File: config.mk
export PLATFORM = sky130hd
export DESIGN_NAME = byte_stuffed_frame_receiver_unit
export DESIGN_NICKNAME = d
export VERILOG_FILES = /design/src/hw/rtl/bsfr_pkg.sv /design/src/hw/rtl/byte_stuffed_frame_receiver_unit.sv /design/src/hw/rtl/bsfr_deframer.sv /design/src/hw/rtl/bsfr_rsp_reg.sv
export VERILOG_INCLUDE_DIRS = /design/src /design/src/hw/rtl
export SDC_FILE = /design/constraint.sdc
export NUM_CORES = 1
export LEC_CHECK = 0
export BUFFER_PORTS_ARGS = -buffer_cell sky130_fd_sc_hd__buf_2
export CAP_MARGIN = 0
export CORE_MARGIN = 8
export CORE_UTILIZATION = 47
export DETAILED_ROUTE_END_ITERATION = 6
export PLACE_DENSITY = 0.7
export SETUP_SLACK_MARGIN = 0.02
export SYNTH_ARGS = -nofsm -noshare
export SYNTH_HDL_FRONTEND = slang
export SYNTH_HIERARCHICAL = 1
export SYNTH_SLANG_ARGS = --single-unit
File: constraint.sdc
create_clock -name clock -period 2.55 [get_ports clock]
set_clock_uncertainty 0.2 [all_clocks]
set_input_delay 0 -clock clock [delete_from_list [all_inputs] [get_ports clock]]
set_output_delay 0 -clock clock [all_outputs]
set_load 0.01 [all_outputs]
File: src/hw/rtl/byte_stuffed_frame_receiver_unit_defines.svh
// Assertion macros for the byte-stuffed frame receiver
`ifndef BYTE_STUFFED_FRAME_RECEIVER_UNIT_DEFINES_SVH
`define BYTE_STUFFED_FRAME_RECEIVER_UNIT_DEFINES_SVH

// Property that must hold at every clock edge outside reset
`define BSFR_ASSERT_ALWAYS(lbl, prop, msg) \
   lbl: assert property (@(posedge clock) disable iff (reset) (prop)) else $error(msg);

// Consequent must hold in the cycle after the antecedent
`define BSFR_ASSERT_NEXT(lbl, ante, cons, msg) \
   lbl: assert property (@(posedge clock) disable iff (reset) (ante) |=> (cons)) \
      else $error(msg);

`endif

File: src/hw/rtl/bsfr_pkg.sv
// Types and constants shared by the byte-stuffed frame receiver
`default_nettype none

package bsfr_pkg;

   localparam logic [7:0] FLAG_BYTE = 8'h7e;
   localparam logic [7:0] ESC_BYTE  = 8'h7d;
   localparam logic [7:0] ESC_FLAG  = 8'h5e;
   localparam logic [7:0] ESC_ESC   = 8'h5d;

   localparam int STORE_DEPTH = 7;
   localparam int COUNT_W     = 3;

   localparam logic [COUNT_W-1:0] COUNT_FULL = COUNT_W'(STORE_DEPTH);
   localparam logic [COUNT_W-1:0] COUNT_LAST = COUNT_W'(STORE_DEPTH - 1);

   typedef struct packed {
      logic [15:0] gain_p;
      logic [15:0] gain_i;
      logic [15:0] gain_d;
      logic [7:0]  motor_number;
      logic        short_frame;
      logic        overflow;
   } bsfr_result_type;

   typedef struct packed {
      logic            emit;
      logic            in_frame;
      bsfr_result_type res;
   } bsfr_event_type;

endpackage

`default_nettype wire

File: src/hw/rtl/byte_stuffed_frame_receiver_unit.sv
// rsp_valid rises once the closing flag beat has passed the byte register and been loaded into the result register.
// Throughput: one byte beat per cycle; one register stage per side, no iteration.
// The byte register is stalled only while a result sits unread under rsp_stall.
// Reset (synchronous): idle, no escape, count and overflow cleared, store zeroed.
// Top level of the byte-stuffed frame receiver
`default_nettype none

module byte_stuffed_frame_receiver_unit
   import bsfr_pkg::*;
(
   input  wire logic        clock,
   input  wire logic        reset,
   input  wire logic        req_valid,
   output logic             req_stall,
   input  wire logic [7:0]  req_rx_byte,
   output logic             rsp_valid,
   input  wire logic        rsp_stall,
   output logic [15:0]      rsp_gain_p,
   output logic [15:0]      rsp_gain_i,
   output logic [15:0]      rsp_gain_d,
   output logic [7:0]       rsp_motor_number,
   output logic             rsp_short_frame,
   output logic             rsp_overflow
);

   logic            in_vld_ff, in_vld_in;
   logic [7:0]      in_byte_ff;
   logic            go;
   logic            req_take;
   bsfr_event_type  evt;
   bsfr_result_type rsp_res;

   // advance the byte register unless a result is waiting and stalled
   assign go        = in_vld_ff && !(rsp_valid && rsp_stall);
   assign req_stall = in_vld_ff && !go;
   assign req_take  = req_valid && !req_stall;
   assign in_vld_in = req_take || (in_vld_ff && !go);

   always_ff @(posedge clock) begin
      if (reset) begin
         in_vld_ff <= 1'b0;
      end else begin
         in_vld_ff <= in_vld_in;
      end
   end

   always_ff @(posedge clock) begin
      if (req_take) begin
         in_byte_ff <= req_rx_byte;
      end
   end

   bsfr_deframer u_deframer (
      .clock   (clock),
      .reset   (reset),
      .go      (go),
      .rx_byte (in_byte_ff),
      .evt     (evt)
   );

   bsfr_rsp_reg u_rsp_reg (
      .clock     (clock),
      .reset     (reset),
      .go        (go),
      .evt       (evt),
      .rsp_stall (rsp_stall),
      .rsp_valid (rsp_valid),
      .rsp_res   (rsp_res)
   );

   assign rsp_gain_p       = rsp_res.gain_p;
   assign rsp_gain_i       = rsp_res.gain_i;
   assign rsp_gain_d       = rsp_res.gain_d;
   assign rsp_motor_number = rsp_res.motor_number;
   assign rsp_short_frame  = rsp_res.short_frame;
   assign rsp_overflow     = rsp_res.overflow;

`include "byte_stuffed_frame_receiver_unit_defines.svh"

   `BSFR_ASSERT_ALWAYS(a_ovf_not_short, !(rsp_valid && rsp_overflow && rsp_short_frame), "overflow result flagged short")
   `BSFR_ASSERT_ALWAYS(a_stall_cause, !req_stall || (rsp_valid && rsp_stall), "input stalled without a held result")
   `BSFR_ASSERT_NEXT(a_idle_after_close, go && evt.emit, !evt.in_frame && rsp_valid, "frame not closed after result")

endmodule

`default_nettype wire

File: src/hw/rtl/bsfr_deframer.sv
// Frame state, escape removal and the seven-byte payload store
`default_nettype none

module bsfr_deframer
   import bsfr_pkg::*;
(
   input  wire logic           clock,
   input  wire logic           reset,
   input  wire logic           go,
   input  wire logic [7:0]     rx_byte,
   output bsfr_event_type      evt
);

   logic                in_frame_ff, in_frame_in;
   logic                escape_ff, escape_in;
   logic [COUNT_W-1:0]  count_ff, count_in;
   logic                ovf_ff, ovf_in;
   logic [7:0]          store_ff [STORE_DEPTH];
   logic [7:0]          store_in [STORE_DEPTH];

   logic                put0, put1;
   logic [7:0]          put0_data, put1_data;
   logic                emit;

   always_comb begin
      in_frame_in = in_frame_ff;
      escape_in   = escape_ff;
      count_in    = count_ff;
      ovf_in      = ovf_ff;
      put0        = 1'b0;
      put1        = 1'b0;
      put0_data   = rx_byte;
      put1_data   = rx_byte;
      emit        = 1'b0;

      if (!in_frame_ff) begin
         if (rx_byte == FLAG_BYTE) begin
            in_frame_in = 1'b1;
            escape_in   = 1'b0;
            count_in    = '0;
            ovf_in      = 1'b0;
         end
      end else if (rx_byte == FLAG_BYTE) begin
         emit        = 1'b1;
         in_frame_in = 1'b0;
         escape_in   = 1'b0;
         count_in    = '0;
         ovf_in      = 1'b0;
      end else if (rx_byte == ESC_BYTE) begin
         escape_in = 1'b1;
      end else if (escape_ff) begin
         escape_in = 1'b0;
         put0      = 1'b1;
         case (rx_byte)
            ESC_FLAG: put0_data = FLAG_BYTE;
            ESC_ESC:  put0_data = ESC_BYTE;
            default: begin
               // unknown escape: keep the escape byte and the byte after it
               put0_data = ESC_BYTE;
               put1      = 1'b1;
            end
         endcase
      end else begin
         put0 = 1'b1;
      end

      // saturate the count at the store depth, flag anything dropped
      if (put1) begin
         count_in = (count_ff >= COUNT_LAST) ? COUNT_FULL : count_ff + COUNT_W'(2);
         if (count_ff >= COUNT_LAST) begin
            ovf_in = 1'b1;
         end
      end else if (put0) begin
         count_in = (count_ff == COUNT_FULL) ? COUNT_FULL : count_ff + COUNT_W'(1);
         if (count_ff == COUNT_FULL) begin
            ovf_in = 1'b1;
         end
      end

      for (int i = 0; i < STORE_DEPTH; i++) begin
         store_in[i] = store_ff[i];
         if (put0 && count_ff == COUNT_W'(i)) begin
            store_in[i] = put0_data;
         end
         if (put1 && count_ff != COUNT_FULL && count_ff + COUNT_W'(1) == COUNT_W'(i)) begin
            store_in[i] = put1_data;
         end
      end
   end

   always_ff @(posedge clock) begin
      if (reset) begin
         in_frame_ff <= 1'b0;
         escape_ff   <= 1'b0;
         count_ff    <= '0;
         ovf_ff      <= 1'b0;
         for (int i = 0; i < STORE_DEPTH; i++) begin
            store_ff[i] <= '0;
         end
      end else if (go) begin
         in_frame_ff <= in_frame_in;
         escape_ff   <= escape_in;
         count_ff    <= count_in;
         ovf_ff      <= ovf_in;
         for (int i = 0; i < STORE_DEPTH; i++) begin
            store_ff[i] <= store_in[i];
         end
      end
   end

   always_comb begin
      evt.emit             = emit;
      evt.in_frame         = in_frame_ff;
      evt.res.gain_p       = {store_ff[1], store_ff[0]};
      evt.res.gain_i       = {store_ff[3], store_ff[2]};
      evt.res.gain_d       = {store_ff[5], store_ff[4]};
      evt.res.motor_number = store_ff[6];
      evt.res.short_frame  = (count_ff != COUNT_FULL);
      evt.res.overflow     = ovf_ff;
   end

endmodule

`default_nettype wire

File: src/hw/rtl/bsfr_rsp_reg.sv
// Result register that holds a frame result until the consumer takes it
`default_nettype none

module bsfr_rsp_reg
   import bsfr_pkg::*;
(
   input  wire logic           clock,
   input  wire logic           reset,
   input  wire logic           go,
   input  wire bsfr_event_type evt,
   input  wire logic           rsp_stall,
   output logic                rsp_valid,
   output bsfr_result_type     rsp_res
);

   logic            vld_ff, vld_in;
   logic            load;
   bsfr_result_type res_ff;

   assign load   = go && evt.emit;
   assign vld_in = load || (vld_ff && rsp_stall);

   always_ff @(posedge clock) begin
      if (reset) begin
         vld_ff <= 1'b0;
      end else begin
         vld_ff <= vld_in;
      end
   end

   always_ff @(posedge clock) begin
      if (load) begin
         res_ff <= evt.res;
      end
   end

   assign rsp_valid = vld_ff;
   assign rsp_res   = res_ff;

endmodule

`default_nettype wire
-- After elaboration in Yosys (flattened, before gate mapping)
Memory sizes are Yosys's and may differ from the RTL's.
Index checks and enable logic that the tools add are counted.
- flip-flop bits (word level): 74
- RAM bits: 56
- bits of input ports: 12
- output and inout port bits: 60
- logic and storage cells: 131
- memories kept: 1
- memory list (memory ; depth ; bits a word ; read ports ; clocked after Yosys merged registers in ; wr ports ; RTL line ; text):
    u_deframer.store_ff ; 7 ; 8 ; 7 ; 0 ; 7 ; bsfr_deframer.sv:18 ; logic [7:0] store_ff [STORE_DEPTH];
- $add $sub $neg: 2
- order comparisons: 1
- equal/unequal tests: 18
- mux-type cells: 57
- bitwise gates (word level): 7
- reduce and logical (&&, ||, !) cells: 32
- operators by type and width (cell ; count):
    8-bit 2-to-1 mux ; 25
    8-bit by 7-bit equality test with 1-bit output, second input constant ; 4
    1-bit 2-to-1 mux ; 26
    3-bit equality test, second input constant ; 7
    1-bit logical AND ; 20
    3-bit 2-to-1 mux ; 5
    3-bit by 2-bit equality test with 1-bit output, second input constant ; 4
    1-bit bitwise OR ; 7
    3-bit by 1-bit equality test with 1-bit output, second input constant ; 2
    3-bit zero test ; 2
    2-bit AND reduction ; 2
    3-bit by 1-bit adder with 3-bit output, second input constant ; 1
    3-bit by 2-bit adder with 3-bit output, second input constant ; 1
    3-bit >= comparator, second input constant ; 1
    1-bit zero test ; 3
    3-bit inequality test, second input constant ; 1
    3-bit nonzero test ; 1
    1-bit logical OR ; 2
    2-bit 2-to-1 mux ; 1
    2-bit nonzero test ; 1
    2-bit OR reduction ; 1

-- Logic depth before layout (Yosys ltp)
- word-level depth: 11
- depth in mapped cells: 8
- mapped depth without buffers: 7

-- Hierarchy
The synthesis kept the hierarchy.
- modules (own cells, without submodules) (module ; instances ; cells each ; area an instance (um^2) ; seq. area each (um^2)):
    bsfr_deframer ; 1 ; 267 ; 3083.0 ; 1801.7
    bsfr_rsp_reg ; 1 ; 62 ; 1780.5 ; 1761.7
    byte_stuffed_frame_receiver_unit ; 1 ; 15 ; 297.8 ; 260.2

-- Least setup slack after synthesis
No wires, ideal clock.
- path type: register to register
- from: register, netlist name u_deframer/count_ff[1]
- to: memory u_deframer.store_ff[0][0], enable pin
- library setup time: 0.384 ns
- data arrival time: 2.087 ns
- data required time: 1.966 ns
- setup slack: -0.121 ns
- stages on the path, launching flop included: 7
- path buffers: 0
- period minus slack after synthesis: 2.671 ns
- path through: dfxtp_1 ha_1 ha_1 a311oi_4 nand3b_1 a21boi_0 o21ai_0
- RTL lines (element ; RTL line):
    end, declared ; bsfr_deframer.sv:18

==> reports/metrics.cfg <==
[setup_path]
crit_required_ns = 2.57
critPathLaunch = in_byte_ff[0]$_DFFE_PP_
cp_max_fo = 8
arrival_ns = 2.43
rr_worst_depth = 6
end_kind = flip-flop
critical_path_class = flip-flop to flip-flop
r2r-start = in_byte_ff[0]$_DFFE_PP_
start_kind = flip-flop

[clock_network]
clk_pin_slew_worst_paths_ns = 0.06
cts_tree = built
clockBufferDepth = 2
ctsHtreeMaxLevel = 4
insertion_delay_ns = 0.52
cts_root_buffer = clkbuf_8
cts_buffers = 17
cts_sinks = 130

[global_routing]
grt_max_degree = 30
grt_pass1_wl_um = 16600
antenna_found_initial = 0
grt_pass1_vias = 3319
grt_usage = 0.149
grt_overflow = 0

[timing]
relSlewSlack = 0.557
post-route-min-period_ns = 2.41
setup_violations = 0
fmax_mhz = 415
setup_tns_ns = 0
hold_slack_ns = 0.211
rsz0062_at_grt = false
finalCritPeriodShare = 0.946
maxSlewViolCount = 0
hold_viol_final = 0
worstMarginPinSlew_ns = 0.662

[drt]
wl_um = 10400
wl_met3_um = 877
via_count = 3249
first_pass_iters = 4
wirelength_met1_um = 4250
drc = 0
wl_per_cell_um = 16.9
ant_nets = 0
route.detailed.vias_per_inst = 5.27
dr.first_iter.drc_count = 234
wl_met2_um = 5110
top_layer = met4

[die]
fp-row-count = 38
coreArea_um2 = 10800
dieHeight_um = 121
die_area_um2 = 14600
pin_count = 72
initial_core_util = 0.478
die_x_um = 121

[place]
hpwl_um = 7070
port_buffers = 71
gp_congestion = 0.914

[synth]
synth_area_um2 = 5150
syn-mean-instance-area_um2 = 15.0
synthCells = 343
syn_nets = 365
ys_warn_count = 6

[min_path]
hold_start = u_deframer/store_ff[0][7]$_SDFFCE_PN0P_
holdCritPathClass = flip-flop to flip-flop
hold_path_depth = 0

[cells_and_area]
area_growth_pct = 28.3
diodes = 0
layout-drive-gt1-share = 0.296
nets = 487

[run]
maxCapViolations = 0

[power]
power_density_nw_per_um2 = 737
peakVddDrop_mv = 0.537
p_leak_uw = 0.00257

[run_status]
status = finished clean

## state kept, by name, summed over array words and instances, names as in the netlist
| signal | count |
|---|---|
| u_deframer/escape_ff | 1 |
| u_deframer/ovf_ff | 1 |
| in_vld_ff | 1 |
| u_deframer/count_ff | 3 |
| u_deframer/store_ff | 56 |
| u_rsp_reg/rsp_valid | 1 |
| in_byte_ff | 8 |
| u_deframer/in_frame_ff | 1 |
| u_rsp_reg/rsp_res | 58 |
## critical path, stage by stage, from the launching register on
cell      delay [ns]
edfxtp_1        0.51
xnor2_1         0.38
nor3_1          0.14
nor3_1          0.37
a21boi_0        0.17
o21ai_1         0.15
buf_4           0.18
## power breakdown
group,internal [µW],switching (µW)
logic,80.3,105
clock network,1470,804
registers,2390,28.4
## final cells by class
| class | count | area, µm² |
|---|---|---|
| clock inverter | 12 | 140 |
| sequential | 130 | 3820 |
| fill | 823 | 4180 |
| timing repair buffer | 122 | 816 |
| multi-input combinational | 178 | 1170 |
| tap | 140 | 175 |
| clock buffer | 19 | 422 |
| inverter | 16 | 60.1 |
## stage by stage
step,power [µW],util,std cells,setup slack [ns],area [µm²]
floorplan,2540,-,343,0.0929,5150
global placement,2610,0.537,560,0.160,5790
CTS,4910,0.608,612,0.0996,6560
finish,4870,0.612,617,0.139,6610
detailed placement,2610,0.537,560,0.0944,5790
global route,5020,0.612,617,0.0313,6610
## path summary, 6_finish.rpt
path / slack [ns] / end
worst max-delay path: 0.14 / u_deframer/store_ff[1][7]$_SDFFCE_PN0P_
worst min-delay path: 0.21 / u_rsp_reg/rsp_res[49]$_DFFE_PP_
worst max register to register: 0.14 / u_deframer/store_ff[1][7]$_SDFFCE_PN0P_
worst min register to register: 0.21 / u_rsp_reg/rsp_res[49]$_DFFE_PP_
## placed cells by master (no fill, tap or decap), types with 4 or more instances in the layout
master / n
buf_2: 71
o21a_1: 24
nand2_1: 15
nor2b_1: 7
nor2_1: 23
clkbuf_16: 16
ha_1: 10
inv_1: 16
edfxtp_1: 122
o21ai_0: 4
buf_4: 28
dlygate4sd3_1: 21
dfxtp_1: 8
nor3_1: 4
nand3_1: 4
a21oi_1: 35
nand3b_1: 4
## timing repair
| item | 4_1_cts | 5_1_grt |
|---|---|---|
| setup endpoints to repair | 0 | 42 |
| hold buffers | 21 | 0 |
| resized for setup | 0 | 2 |
| setup buffers | 0 | 5 |
| hold endpoints to repair | 30 | 0 |
## layer usage
metal / global-route usage / up-vias
met4: 0.0742 / 0
li1: - / 1527
met1: 0.167 / 1558
met3: 0.0550 / 18
met5: 0 / -
met2: 0.246 / 146
Power figures use the tool's default switching activity.
